<file path="src/hw/rtl/gcr_row_mem.sv">
// Row-wide image memory: one write port and one read port, read data registered.
// Stand-alone; no package dependency.
module gcr_row_mem #(
  parameter int unsigned Depth = 64,
  parameter int unsigned Width = 64,
  localparam int unsigned Aw = (Depth > 1) ? $clog2(Depth) : 1
) (
  input  logic             clk_i,
  input  logic             rd_en_i,
  input  logic [Aw-1:0]    rd_addr_i,
  input  logic             wr_en_i,
  input  logic [Aw-1:0]    wr_addr_i,
  input  logic [Width-1:0] wr_data_i,
  output logic [Width-1:0] rd_data_o
);

  logic [Width-1:0] mem_q [Depth];
  logic [Width-1:0] rd_data_q;

  always_ff @(posedge clk_i) begin
    if (wr_en_i) begin
      mem_q[wr_addr_i] <= wr_data_i;
    end
  end

  always_ff @(posedge clk_i) begin
    if (rd_en_i) begin
      rd_data_q <= mem_q[rd_addr_i];
    end
  end

  assign rd_data_o = rd_data_q;

endmodule

</file>
<file path="config.mk">
export PLATFORM = sky130hd
export DESIGN_NAME = gcr_row_mem
export DESIGN_NICKNAME = d
export VERILOG_FILES = /design/src/hw/rtl/gcr_row_mem.sv
export SDC_FILE = /design/constraint.sdc
export NUM_CORES = 2
export LEC_CHECK = 0
export BUFFER_PORTS_ARGS = -buffer_cell sky130_fd_sc_hd__buf_2
export CAP_MARGIN = 40
export CORE_UTILIZATION = 53
export DETAILED_ROUTE_END_ITERATION = 6
export MAX_ROUTING_LAYER = met4
export PLACE_DENSITY = 0.71
export SLEW_MARGIN = 20
export SYNTH_ARGS = -nofsm -noshare
export SYNTH_HDL_FRONTEND = slang
export SYNTH_SLANG_ARGS = --single-unit
</file>
<file path="constraint.sdc">
create_clock -name clk_i -period 5.31 [get_ports clk_i]
set_input_delay 0 -clock clk_i [delete_from_list [all_inputs] [get_ports clk_i]]
set_output_delay 0 -clock clk_i [all_outputs]
set_load 0.01 [all_outputs]
</file>
# Yosys cells after proc, flatten, opt, wreduce, memory -nomap -nowiden

Memories as Yosys holds them, arrays and structs flattened. A register that Yosys moved wholly into a read port is not among the register bits.
Cells that the tools add are included.

Memory bits (writable): 4096
Word-level logic and storage cells: 3
Input bits: 79
Memories kept: 1
Output and inout bits: 64
Flip-flop bits (word level): 0

Memory list:

| memory | words | bits a word | read ports | clocked after Yosys merged registers in | write ports | RTL line | text |
|---|---|---|---|---|---|---|---|
| mem_q  | 64    | 64          | 1          | 1                                       | 1           | 17       | `logic [Width-1:0] mem_q [Depth];` |

Mux-type cells: 2

Operators by type and width:

| operator | count |
|---|---|
| $mux 1   | 2 |

# Logic depth before layout (Yosys ltp)

Depth after elaboration: 2
Mapped depth: 9
Gate-level depth less buffers: 5

# Worst setup path before layout

OpenSTA, ideal clock, no wires.

Kind: input to register
Start: in wr_addr_i[3]
End: mem mem_q[48][0], enable pin
Slack: -0.126 ns
Path buffers: 1
Arrival: 4.872 ns
Data required time: 4.746 ns
Library setup time: 0.564 ns
Stages: 4
Cell sequence: clkbuf_1 -> nor2b_1 -> nand4b_1 -> nor3_1

RTL lines:

| what        | RTL line | text |
|---|---|---|
| from (decl) | 12       | `input logic [Aw-1:0] wr_addr_i,` |
| to (decl)   | 17       |  |

No word-level cell before the write port.

# Worst setup path after layout

Start: in wr_en_i
End: mem mem_q[46][37], enable pin

Longest elaborated chain between the ends: 2

Ends and longest elaborated chain:

| what                         | RTL line | text |
|---|---|---|
| from (decl)                  | 11       | `input logic wr_en_i,` |
| $mux 1                       | 21       | `if (wr_en_i) begin` |
| $mux 1 (not written as such) | 22       | `mem_q[wr_addr_i] <= wr_data_i;` |

No other way between the ends.

==> key figures <==
Global route
  • Congestion Overflow GR: 0
  • Pin count of the biggest net entering global routing: 127
  • Vias in the first global route: 76950
  • Total Routing Usage GR: 28.97%
  • First-pass GRT wire length: 587200 um
  • Initial antenna violation count: 31

Pwr
  • Worst IR Drop VDD: 0.3571 mV
  • Sw power: 14.08 mW
  • Static leakage: 56.09 nW
  • Sw frac: 20.90%
  • Total power: 67.36 mW
  • Clock Power Share: 40.9%
  • PwrDens: 375.3 nW/um2
  • Share of power burned in registers: 54.3%
  • Comb pwr share: 4.8%
  • Internal: 53.28 mW

Flow run
  • Total of max-cap violations: 0

Route
  • Avg WL per Cell: 36.62 um
  • Final antenna-violating net count: 0
  • 1st-iter DRT viols: 12550
  • Vias per inst: 6.736
  • Drt drc: 12
  • Vias: 77050
  • DRT Pass-1 Iters: 7
  • WL final: 418900 um

Synth
  • Share of the synthesized area in the top cell type: 79.57%
  • Syn_nets: 6677
  • Synth top area cells: edfxtp_1, mux4_2, mux2i_1
  • Cells after synthesis: 6598
  • Yosys cell types: 32
  • FFs w/ async S/R, synth: 0%
  • Cell area after synthesis: 157000 um2
  • Post-synth EDFFs: 4160
  • Seq cells post-synth: 4160
  • Yosys warns: 0
  • Ys flop type: edfxtp_1
  • Synthesized area per cell: 23.79 um2
  • Post-synth top area cell: edfxtp_1
  • Post-synthesis sequential area ratio: 79.57%

Floorplanning
  • Die Area: 298400 um2
  • I/O pin count: 143
  • Core box area: 294300 um2
  • Row count: 199
  • Initial Util: 53.34%
  • Die X: 546.3 um
  • Die Ht: 546.3 um

Worst setup path
  • R2R depth: 4
  • Crit path kind: input port to flip-flop
  • Startpoint Class: input port
  • CP Data Arrival Time: 3.26 ns
  • CP required: 5.84 ns
  • CP endpoint kind: flip-flop
  • Crit-path max FO: 30

Timing
  • Max frequency: 0.3660 GHz
  • Final setup skew: 0.05519 ns
  • Final-report hold violation count: 0
  • Fin Setup TNS: 0 ns
  • RSZ-0062 raised after global routing: false
  • Slew margin rel.: 27.01%
  • Hold Slack: 0.006368 ns
  • Fin crit period: 2.732 ns
  • Final setup fails: 0
  • Worst-margin pin slew: 1.095 ns
  • Final worst-path cycle share: 51.45%
  • Final Max Tran Viols: 0

Clocking
  • Clk slew on worst S/H paths: 0.06 ns
  • Setup repair bufs after CTS: 0
  • CTS Sinks: 4160
  • Resized cells post-CTS: 0
  • H-Tree Depth: 5
  • CTS Hold Buffers Added: 78
  • CTS Buf Count: 399
  • Bufs on Longest Clock Path: 4
  • Root buffer cell: clkbuf_16
  • CTS tree: done
  • Worst skew pair latency: 0.92 ns

Cells and area
  • Area Overhead vs Synth: 14.32%
  • Proportion of layout cells with a drive suffix above 1: 28.58%
  • Fin nets: 7264

Run status
  • Outcome: complete, but fails checks
  • Failing checks: DRC

Min path
  • Hold crit path type: input port to flip-flop
  • Hold Path Depth: 2

Place
  • # port buffers: 142
  • GP Congestion: 0.8216
  • DP HPWL: 228900 um
[cell type report]
type                       instances  area [um2]
multi-input combinational       2049       30780
fill                           19390      114800
clock buffer                     476       10420
antenna                           16       40.04
timing repair buffer             556        6208
clock inverter                   243        2123
inverter                          19       71.32
tap                             3919        4903
sequential                      4160      124900
[per-stage QoR]
stage / area [um2] / cells / utilization (%) / worst slack (ns)
floorplan: 157000 / 6598 / - / 1.280
global placement: 163900 / 10520 / 55.68 / 1.843
detailed placement: 165500 / 10590 / 56.25 / 2.010
CTS: 178900 / 11390 / 60.78 / 2.700
global route: 179500 / 11430 / 60.97 / 2.570
finish: 179500 / 11440 / 60.98 / 2.578
[cell usage after synthesis, types with 28 or more instances]
library cell	count
nor2_1	112
nor2b_1	28
mux4_2	1024
nand3_1	45
a211oi_1	63
a22o_1	88
o22ai_1	83
or2_2	28
a22oi_1	168
nand2_1	58
mux2i_1	135
buf_2	170
clkbuf_1	140
buf_4	34
or3_1	29
and3_1	64
edfxtp_1	4160
o221ai_1	38
[registers in the layout, indices dropped and copies added, names as in the netlist]
register / count
rd_data_o: 64
mem_q: 4096
[logic make-up (layout without fill, tap and decap cells)]
logic type	count (synthesis)	after routing	share of synthesized area, %
compound gates	504	504	2.467
buf+inv	389	1294	1.176
flops	4160	4160	79.57
mux	1159	1159	15.55
other cells	0	16	0
simple gates	386	386	1.235
[placed cells by master, fill, tap and decap left out, drive strengths merged, types with 3 or more instances in the layout]
master       netlist  final
a22oi            168    168
mux2i            135    135
bufinv             0     33
and2               3      3
dlygate4sd3        0     83
o22ai             83     83
nor2             112    112
a2bb2oi           19     19
inv               19     28
nor2b             28     28
a31oi             18     18
nand2             58     58
buf              230    473
o221ai            38     38
nand3             45     45
mux4            1024   1024
clkinv             0    188
diode              0     16
and3              64     64
or3               29     29
clkbuf           140    476
clkinvlp           0     13
edfxtp          4160   4160
a41oi             26     26
nand2b            11     11
or2               28     28
a22o              88     88
a211oi            63     63
[routing by layer]
metal  track usage, %  share of wire, %
met1            39.04                36
met3            5.302                12
met4            10.40               4.0
met2            44.87                48
met5                -                 0
[path summary, 6_finish.rpt]
| kind | startpoint | to | slack (ns) |
|---|---|---|---|
| hold reg to reg | mem_q[54][12] | rd_data_o[12] | 0.90 |
| setup reg to reg | mem_q[0][30] | rd_data_o[30] | 3.04 |
| hold / removal | wr_data_i[3] | mem_q[53][3] | 0.006 |
| setup / recovery | wr_en_i | mem_q[46][37] | 2.58 |
[worst max-delay path, cell delays in order]
cell,delay (ns)
dlygate4sd3_1,0.61
buf_2,0.22
nor2b_1,0.30
nand3_1,0.61
nor2_4,0.36
buf_4,0.37
buf_4,0.67
[power groups by stage]
stage	Combinational (mW)	Sequential, mW	Clock, mW
2_1_floorplan	1.69	37.2	0
3_3_place_gp	2.95	37.3	0
3_5_place_dp	3.11	37.3	0
4_1_cts	3.18	36.6	27.7
5_1_grt	3.39	36.5	29.0
6_report	3.25	36.6	27.6
Note: power is estimated with default switching activity, not from simulation.
