[config.mk]
export PLATFORM = sky130hd
export DESIGN_NAME = gcr_cand
export DESIGN_NICKNAME = d
export VERILOG_FILES = /design/src/hw/rtl/gcr_pkg.sv /design/src/hw/rtl/gcr_cand.sv
export SDC_FILE = /design/constraint.sdc
export NUM_CORES = 1
export LEC_CHECK = 0
export ABC_AREA = 1
export BUFFER_PORTS_ARGS = -buffer_cell sky130_fd_sc_hd__buf_2
export CORE_MARGIN = 10
export CORE_UTILIZATION = 50
export CTS_BUF_LIST = sky130_fd_sc_hd__clkbuf_4 sky130_fd_sc_hd__clkbuf_8
export CTS_CLUSTER_SIZE = 24
export DETAILED_ROUTE_END_ITERATION = 12
export PLACE_DENSITY_LB_ADDON = 0.1
export SETUP_SLACK_MARGIN = 0.2
export SLEW_MARGIN = 20
export SYNTH_ARGS = -nofsm -noshare
export SYNTH_HDL_FRONTEND = slang
export SYNTH_SLANG_ARGS = --single-unit
[constraint.sdc]
create_clock -name clk_i -period 9.15 [get_ports clk_i]
set_input_delay 1.83 -clock clk_i [delete_from_list [all_inputs] [get_ports clk_i]]
set_output_delay 1.83 -clock clk_i [all_outputs]
set_load 0.01 [all_outputs]
[src/hw/rtl/gcr_pkg.sv]
// Shared constants and types for the greedy rectangle cover block.
// Used by the candidate unit, the top-level sequencer and the checkers; depends on nothing.
package gcr_pkg;

  localparam int unsigned MaxRowsDef = 64;
  localparam int unsigned MaxColsDef = 64;

  localparam int unsigned DimW    = 7;
  localparam int unsigned AreaW   = 2 * DimW;
  localparam int unsigned PosW    = 6;
  localparam int unsigned CfgIdxW = 2;

  localparam logic [CfgIdxW-1:0] CfgRowsIdx = 2'd0;
  localparam logic [CfgIdxW-1:0] CfgColsIdx = 2'd1;

  localparam logic [DimW-1:0] FrameResetVal = 7'd64;

  localparam logic ModeWrite = 1'b0;
  localparam logic ModeFetch = 1'b1;

  typedef struct packed {
    logic clear_best;
    logic clear_run;
    logic step;
  } cand_ctl_t;

endpackage

[src/hw/rtl/gcr_cand.sv]
// Shared candidate unit: column run length, area multiply and best-rectangle compare.
// Depends on gcr_pkg for widths and the control struct.
module gcr_cand #(
  parameter int unsigned RowAw = 6,
  parameter int unsigned ColAw = 6
) (
  input  logic                      clk_i,
  input  logic                      rst_ni,
  input  gcr_pkg::cand_ctl_t        ctl_i,
  input  logic                      bit_i,
  input  logic [RowAw-1:0]          row_i,
  input  logic [ColAw-1:0]          col_i,
  input  logic [gcr_pkg::DimW-1:0]  height_i,
  output logic                      found_o,
  output logic [RowAw-1:0]          best_row_o,
  output logic [ColAw-1:0]          best_col_o,
  output logic [gcr_pkg::DimW-1:0]  best_height_o,
  output logic [gcr_pkg::DimW-1:0]  best_width_o
);

  logic [gcr_pkg::DimW-1:0]  run_q, run_d;
  logic [gcr_pkg::AreaW-1:0] best_area_q, area;
  logic                      found_q;
  logic [RowAw-1:0]          best_row_q;
  logic [ColAw-1:0]          best_col_q;
  logic [gcr_pkg::DimW-1:0]  best_h_q, best_w_q;
  logic                      better;

  assign run_d  = bit_i ? (run_q + gcr_pkg::DimW'(1)) : '0;
  assign area   = gcr_pkg::AreaW'(height_i) * gcr_pkg::AreaW'(run_d);
  assign better = bit_i && ((area > best_area_q) ||
                            ((area == best_area_q) && (row_i == best_row_q) &&
                             (col_i < best_col_q)));

  always_ff @(posedge clk_i or negedge rst_ni) begin
    if (!rst_ni) begin
      run_q       <= '0;
      best_area_q <= '0;
      found_q     <= 1'b0;
    end else begin
      if (ctl_i.clear_run) begin
        run_q <= '0;
      end else if (ctl_i.step) begin
        run_q <= run_d;
      end
      if (ctl_i.clear_best) begin
        best_area_q <= '0;
        found_q     <= 1'b0;
      end else if (ctl_i.step && better) begin
        best_area_q <= area;
        found_q     <= 1'b1;
      end
    end
  end

  always_ff @(posedge clk_i) begin
    if (ctl_i.step && better && !ctl_i.clear_best) begin
      best_row_q <= row_i;
      best_col_q <= col_i;
      best_h_q   <= height_i;
      best_w_q   <= run_d;
    end
  end

  assign found_o       = found_q;
  assign best_row_o    = best_row_q;
  assign best_col_o    = best_col_q;
  assign best_height_o = best_h_q;
  assign best_width_o  = best_w_q;

endmodule

# [Word-level counts from Yosys, hierarchy flattened]
# Cells that the tools add are included.
[totals] regBits=48 input_bits=25 out_inout_bits=27 elab_cells=29
[op_classes] add_sub_neg=1 multipliers=1 magnitude_cmp=2 n_eq_ne=2 mux=7 reduce_logical=9
[op_table] cell="2-to-1 mux 14 bit" count=2
[op_table] cell="2-to-1 mux 7 bit" count=3
[op_table] cell="== test 14 bit" count=1
[op_table] cell="> comparator 14 bit" count=1
[op_table] cell="multiplier 7 x 7 -> 14 bit" count=1
[op_table] cell="adder 7 x 1 -> 7 bit, second input constant" count=1
[op_table] cell="== test 6 bit" count=1
[op_table] cell="< comparator 6 bit" count=1
[op_table] cell="logical AND 1 bit" count=5
[op_table] cell="nonzero test 2 bit" count=2
[op_table] cell="2-to-1 mux 1 bit" count=2
[op_table] cell="logical NOT 1 bit" count=1
[op_table] cell="logical OR 1 bit" count=1

# [Logic depth before layout (Yosys ltp)]
# Gate-level depths: netlist of the first run.
[depth] word_depth=11 mapped_depth=37 ltp_nobuf=36

# [Least setup slack after synthesis of the first run]
# No wires, ideal clock.
[synth_timing] path_kind="input to register" startpoint="in bit_i" endpoint="reg best_col_q[0], in the netlist best_col_o[0], enable pin" setup_time_ns=0.388 t_arrival_ns=7.108 required_ns=8.762 slack_ns=1.654 cell_stages=30 path_buffers=2 cell_sequence="buf_2 nand3b_1 inv_1 nand2_1 fa_1 fa_1 inv_1 fa_1 inv_1 fa_1 inv_1 ha_1 nand2_1 inv_1 nand2_1 nand2_1 nand2_1 nand3_1 nand2_1 nand2_1 ha_1 nand2_1 inv_2 nand4_1 nor2_2 nand3_2 nand2_4 nand2_4 buf_12 nor2_2"
[synth_between] elab_chain_cells=9 word_cells_on_any_way=10 cone_classes="1 x mul; 1 x order compare; 1 x eq/ne; 1 x mux; 6 x reduce/logical"
[synth_lines] element="start: declaration" line_no="gcr_cand.sv:10" rtl="input logic bit_i,"
[synth_lines] element="2-to-1 mux 7 bit *" line_no="gcr_cand.sv:29" rtl="assign run_d = bit_i ? (run_q + gcr_pkg::DimW'(1)) : '0;"
[synth_lines] element="net run_d (one bit)" line_no="gcr_cand.sv:21" rtl="logic [gcr_pkg::DimW-1:0] run_q, run_d;"
[synth_lines] element="multiplier 7 x 7 -> 14 bit *" line_no="gcr_cand.sv:30" rtl="assign area = gcr_pkg::AreaW'(height_i) * gcr_pkg::AreaW'(run_d);"
[synth_lines] element="branches (longest 3 deep; another with > comparator 14 bit)"
[synth_lines] element="logical OR 1 bit *" line_no="gcr_cand.sv:31" rtl="assign better = bit_i && ((area > best_area_q) ||"
[synth_lines] element="logical AND 1 bit *" line_no="gcr_cand.sv:31"
[synth_lines] element="logical AND 1 bit * (2 in series)" line_no="gcr_cand.sv:57" rtl="if (ctl_i.step && better && !ctl_i.clear_best) begin"
[synth_lines] element="end signal: assignment" line_no="gcr_cand.sv:59" rtl="best_col_q <= col_i;"
[synth_lines] element="end: declaration" line_no="gcr_cand.sv:25" rtl="logic [ColAw-1:0] best_col_q;"
# Mark *: on every way through the listed nets, which the timed path passes.
# A chain may end at the register's enable or synchronous reset.

# [Final worst setup path of the first run]
[layout_timing] startpoint="in bit_i" endpoint="reg best_h_q, in the netlist best_height_o[3], enable pin"
[layout_between] elab_chain_cells=9 word_cells_on_any_way=10 cone_classes="1 x mul; 1 x order compare; 1 x eq/ne; 1 x mux; 6 x reduce/logical"
[layout_lines] element="2-to-1 mux 7 bit *" line_no="gcr_cand.sv:29"
[layout_lines] element="net run_d (one bit)" line_no="gcr_cand.sv:21"
[layout_lines] element="multiplier 7 x 7 -> 14 bit *" line_no="gcr_cand.sv:30"
[layout_lines] element="branches (longest 3 deep; another with > comparator 14 bit)"
[layout_lines] element="logical OR 1 bit *" line_no="gcr_cand.sv:31"
[layout_lines] element="logical AND 1 bit *" line_no="gcr_cand.sv:31"
[layout_lines] element="logical AND 1 bit * (2 in series)" line_no="gcr_cand.sv:57"
[layout_lines] element="end signal: assignment" line_no="gcr_cand.sv:60" rtl="best_h_q <= height_i;"
[layout_lines] element="end: declaration" line_no="gcr_cand.sv:26" rtl="logic [gcr_pkg::DimW-1:0] best_h_q, best_w_q;"
# Marked as above.

==> results of run 1 <==
==> worst paths after layout <==
check / start / to / slack (ps) / depth (start not counted)
max: bit_i / best_height_o[3]$_DFFE_PP_ / 1740 / 30
min: best_area_q[8]$_DFFE_PN0P_ / best_area_q[8]$_DFFE_PN0P_ / 510 / 2
max reg2reg: run_q[1]$_DFFE_PN0P_ / best_height_o[3]$_DFFE_PP_ / 2530 / 32
min reg2reg: best_area_q[8]$_DFFE_PN0P_ / best_area_q[8]$_DFFE_PN0P_ / 510 / 2
max in group asynchronous: rst_ni / found_o$_DFFE_PN0P_ / 7310 / 1
min in group asynchronous: rst_ni / run_q[0]$_DFFE_PN0P_ / 1490 / 1
==> through the flow <==
stage,power (W),setup slack [ps],utilization,hold WS (ps)
after floorplan,0.000312,1650,-,471
after global placement,0.000336,1480,0.556,490
after detailed placement,0.000338,1410,0.556,496
after CTS,0.000496,1710,0.569,522
after global routing,0.000514,1270,0.569,543
final,0.000489,1740,0.569,513
==> flip-flops by register name, indices dropped and copies added (netlist names) <==
name           cells
best_area_q       14
best_height_o      7
best_width_o       7
run_q              7
best_col_o         6
best_row_o         6
found_o            1
==> power by group <==
group / switching [W] / total (W) / internal, W
sequential: 0.00000309 / 0.000240 / 0.000237
combinational: 0.0000632 / 0.0000935 / 0.0000303
clock: 0.0000752 / 0.000156 / 0.0000810
==> synth_stat cells (2+ instances only) <==
cell type	number	area, um2
nor2_2	3	18.8
nor2_1	55	206
o21ai_0	2	10.0
inv_2	4	15.0
nand4_1	20	125
ha_1	52	651
nand3_1	25	125
xnor2_1	4	35.0
xor2_1	4	35.0
dfrtp_1	22	551
a21oi_1	11	55.1
fa_1	24	480
o22ai_1	7	43.8
clkbuf_1	2	7.51
nand2_4	2	22.5
nand3_2	9	90.1
nand2_1	130	488
inv_1	109	409
edfxtp_1	26	781
==> worst max-delay path, delay by kind of cell <==
| kind | cells | cell delay (ps) |
|---|---|---|
| fa+ha+maj | 6 | 2750 |
| simple gates | 16 | 1790 |
| buf+inv | 8 | 980 |
==> cell families (layout without fill, tap and decap cells) <==
group,after synthesis,count (layout),synth area share
buf+inv,120,173,0.113
xor+xnor,8,8,0.0165
flops,48,48,0.313
simple gates,249,249,0.260
compound gates,22,22,0.0312
fa+ha+maj,76,76,0.266
==> per-layer routing <==
metal  global-route usage  vias up  part of all wire
met5                    0        -                 0
met4               0.0398        0             0.011
met3               0.0309       10             0.053
met2                0.252       77              0.48
met1                0.198     1590              0.45
li1                     -     1745                 -
==> area by class of cell <==
| class | count | area, um2 | area share |
|---|---|---|---|
| multi-input combinational | 355 | 2440 | 0.519 |
| timing repair buffer | 52 | 263 | 0.0559 |
| tap | 105 | 131 | 0.0279 |
| clock inverter | 3 | 42.5 | 0.00905 |
| sequential | 48 | 1330 | 0.283 |
| clock buffer | 5 | 68.8 | 0.0146 |
| inverter | 113 | 424 | 0.0902 |
==> out/metrics.yaml, run 1 <==
gp_congestion: 0.898
antenna_found_initial: 0
rsz0062_at_grt: "no"
start_kind: "input pin"
drive_above_1_share: 0.141
slowest_stage: "fa_1"
hp-class: "flop to flop"
clock_path_buffers: 2
num_antenna_cells: 0
crit_path_frequent_cell: "nand2_1"
cts_hold_buf: 0
status: "finished, final reports clean"
ant_nets: 0
setup_viol: 0
timing.final.crit_share: 0.810
first_global_vias: 3444
ys.flop_type: "edfxtp_1"
port_buffers: 51
avgSynthCellArea_um2: 8.13
instances_no_fill: 681
dieArea_um2: 12600
h-tree-depth: 2
die_h_um: 112
max_stage_delay_ps: 550
cp.required_ps: 9130
die_w_um: 112
min_period_ps: 7410
grt_util_all_layers: 0.152
vdd.ir_drop.worst_mv: 0.0527
clkSlewWorstSetupHoldPaths_ps: 90
timing_worst_setup_path_type: "input pin to flop"
synth-edff-count: 26
power_density_nw_per_um2: 104
final_area_um2: 4700
final_hold_viol_count: 0
p_leak_nw: 2.64
dp_hpwl_mm: 7.68
final_common_cell: "nand2_1"
async_flop_share: 0.458
maxCapViolations: 0
vias: 3422
drt_iter0_drc: 190
fin_nets: 676
route.detailed.drc: 0
grt_max_degree: 29
drv_slew: 0
clk_latency_ps: 310
seq_area_frac_synth: 0.313
core_area_um2: 8260
tightest_slew_ps: 524
postSynthCellCount: 523
cts_root_buf: "clkbuf_8"
postCtsSetupBuffers: 0
cts_tree: "built"
wl_mm: 9.14
cts_resized: 0
via_per_inst: 5.02
numCtsBuffers: 5
arrival_ps: 7380
synthDistinctLibCells: 31
fin_setup_tns_ps: 0
slew_headroom: 0.650
num_rows: 33
fillers: 786
grt_pass1_wl_mm: 16.4
synth_nets: 624
critPathCaptureType: "flop"
placed_cell_area_um2: 4590
cp_max_fo: 26
wl_per_cell_um: 13.4
overflow: 0
firstDrtPassIters: 4
dp.cells: 673
yosys_warnings: 0
skew_ps: 8.31
syn_to_final_growth_pct: 10.6
synth_seq_cells: 48
ios: 52
syn_area_um2: 4250
mostFrequentLayoutCells: "nand2_1, inv_1, nor2_1"
fmax_mhz: 135
clkSinkCount: 48
start_util: 0.515
(Power assumes the default switching activity.)
==> run 2: changes to the inputs <==
Clock period 9.15 ns to 7.4 ns, I/O delays scaled along.
==> run 2 against run 1 <==
Design area grew 0.90%. Combinational power grew 25%. Core utilization grew 0.52 points. Largest power group unchanged. Sequential power grew 23%. Critical path type unchanged. Global-route usage shrank 0.70 points. Die area is the same. First-iteration DRC count shrank 14%. Wire length shrank 3.5%. Non-clock buffer count grew 4. Hold slack lost 2.7 ps. Total power grew 23%.
==> out/metrics.yaml, run 2 (synthesis gave the netlist of run 1 again) <==
cts_root_buf: "clkbuf_8"
gp_congestion: 0.925  # +3.0%
via_per_inst: 4.89  # -2.6%
switching_share: 0.285  # -0.00456
dieArea_um2: 12600  # unchanged
fin_nets: 680  # +0.59%
die_h_um: 112  # unchanged
drive_above_1_share: 0.145  # +0.00420
h-tree-depth: 2  # unchanged
combinationalPowerShare: 0.193  # +0.002
slew_headroom: 0.644  # -0.00602
final_hold_viol_count: 0  # unchanged
p_int_w: 0.000432  # +24%
arrival_ps: 6730  # -650 ps
start_util: 0.515  # unchanged
power_density_nw_per_um2: 127  # +22%
max_stage_delay_ps: 560  # about the same
clkSinkCount: 48  # unchanged
vias: 3353  # -2.0%
num_rows: 33  # unchanged
postCtsSetupBuffers: 0  # unchanged
cts_tree: "built"
drt_iter0_drc: 163  # -14%
maxCapViolations: 0  # unchanged
grt_pass1_wl_mm: 15.6  # -4.6%
mostFrequentLayoutCells: "nand2_1, inv_1, nor2_1"
pwr-share-seq: 0.490  # about the same
rsz0062_at_grt: "no"
min_period_ps: 6720
tightest_slew_ps: 533  # +8.26 ps
port_buffers: 51  # unchanged
skew_ps: 3.59  # -4.71 ps
fin_setup_tns_ps: 0  # unchanged
core_area_um2: 8260  # unchanged
die_w_um: 112  # unchanged
cts_hold_buf: 0  # unchanged
grt_max_degree: 29  # unchanged
postLayoutCoreUtil: 0.575  # +0.00515
grt_util_all_layers: 0.145  # -0.00704
clock_path_buffers: 2  # unchanged
top_register: "best_area_q"
final_common_cell: "nand2_1"
status: "finished, final reports clean"
num_antenna_cells: 0  # unchanged
cp_max_fo: 26  # unchanged
numCtsBuffers: 5  # unchanged
first_global_vias: 3400  # -1.3%
final.setup.worst_slack_ps: 681  # -1060 ps
largest_register_ffs: 14  # unchanged
critPathCaptureType: "flop"
fmax_mhz: 149
hp-class: "flop to flop"
vdd.ir_drop.worst_mv: 0.110  # +110%
place_ws_ps: 364  # -1050 ps
timing_worst_setup_path_type: "input pin to flop"
cts_resized: 0  # unchanged
dp_hpwl_mm: 7.51  # -2.3%
drv_slew: 0  # unchanged
setup_viol: 0  # unchanged
clkSlewWorstSetupHoldPaths_ps: 90  # about the same
cp.required_ps: 7410  # -1720 ps
overflow: 0  # unchanged
firstDrtPassIters: 4  # unchanged
crit_path_frequent_cell: "nand2_1"
start_kind: "input pin"
antenna_found_initial: 0  # unchanged
timing.final.crit_share: 0.908
p_clk_frac: 0.316  # -0.003
ios: 52  # unchanged
net-switching-power_w: 0.000172  # +21%
syn_to_final_growth_pct: 11.6
clk_latency_ps: 300  # about the same
slowest_stage: "fa_1"
ant_nets: 0  # unchanged
wl_mm: 8.82  # -3.5%
wl_per_cell_um: 12.9  # -4.0%
route.detailed.drc: 0  # unchanged
p_leak_nw: 2.66  # +0.86%
## run 2: cell count changes in the layout (fill, tap and decap cells not counted), sizes merged
cell	before	now
clkinv	1	2
clkinvlp	1	0
buf	52	56
## run 2: final timing paths
kind,start,slack [ps],depth (start not counted),end
max reg2reg,run_q[0]$_DFFE_PN0P_,1080,32,best_height_o[5]$_DFFE_PP_
max,bit_i,680,30,best_height_o[5]$_DFFE_PP_
min,best_area_q[7]$_DFFE_PN0P_,510,2,best_area_q[7]$_DFFE_PN0P_
max in group asynchronous,rst_ni,5940,1,best_area_q[12]$_DFFE_PN0P_
min reg2reg,best_area_q[7]$_DFFE_PN0P_,510,2,best_area_q[7]$_DFFE_PN0P_
min in group asynchronous,rst_ni,1130,1,run_q[6]$_DFFE_PN0P_
## run 2: final cells by class
type	count	area, um2
fillers	793	3510
multi-input cells	355	2440
flip-flops and latches	48	1330
inverters	113	424
repair buffers	56	305
well taps	105	131
clock buffers	5	68.8
clock inverters	3	42.5
## run 2: power groups by stage
stage               Combinational, W  Clock, W  Sequential (W)
detailed placement          0.000118         0        0.000302
finish                      0.000117  0.000191        0.000296
global route                0.000134  0.000209        0.000297
CTS                         0.000119  0.000197        0.000296
floorplan                  0.0000806         0        0.000305
global placement            0.000116         0        0.000302
## run 2: routing by layer
layer | wire [um] | vias up | part of all wire | GRT usage
met1 | 4250 | 1534 | 0.48 | 0.196
met5 | 0 | - | 0 | 0
met2 | 4010 | 58 | 0.45 | 0.234
met3 | 469 | 9 | 0.053 | 0.0298
li1 | - | 1752 | - | -
met4 | 99 | 0 | 0.011 | 0.0338
## run 2: critical path: cells and delay by family
kind,cells,cell delay (ps)
adders and majority gates,6,2790
buffers and inverters,7,770
and+or+nand+nor,17,1660
## run 2: metrics by stage
step / instance area [um2] / hold slack (ps) / power (W) / std cells
finish: 4740 / 511 / 0.000604 / 685
global placement: 4630 / 487 / 0.000418 / 677
global route: 4740 / 534 / 0.000640 / 685
detailed placement: 4630 / 495 / 0.000420 / 677
floorplan: 4250 / 471 / 0.000386 / 523
CTS: 4740 / 516 / 0.000612 / 685
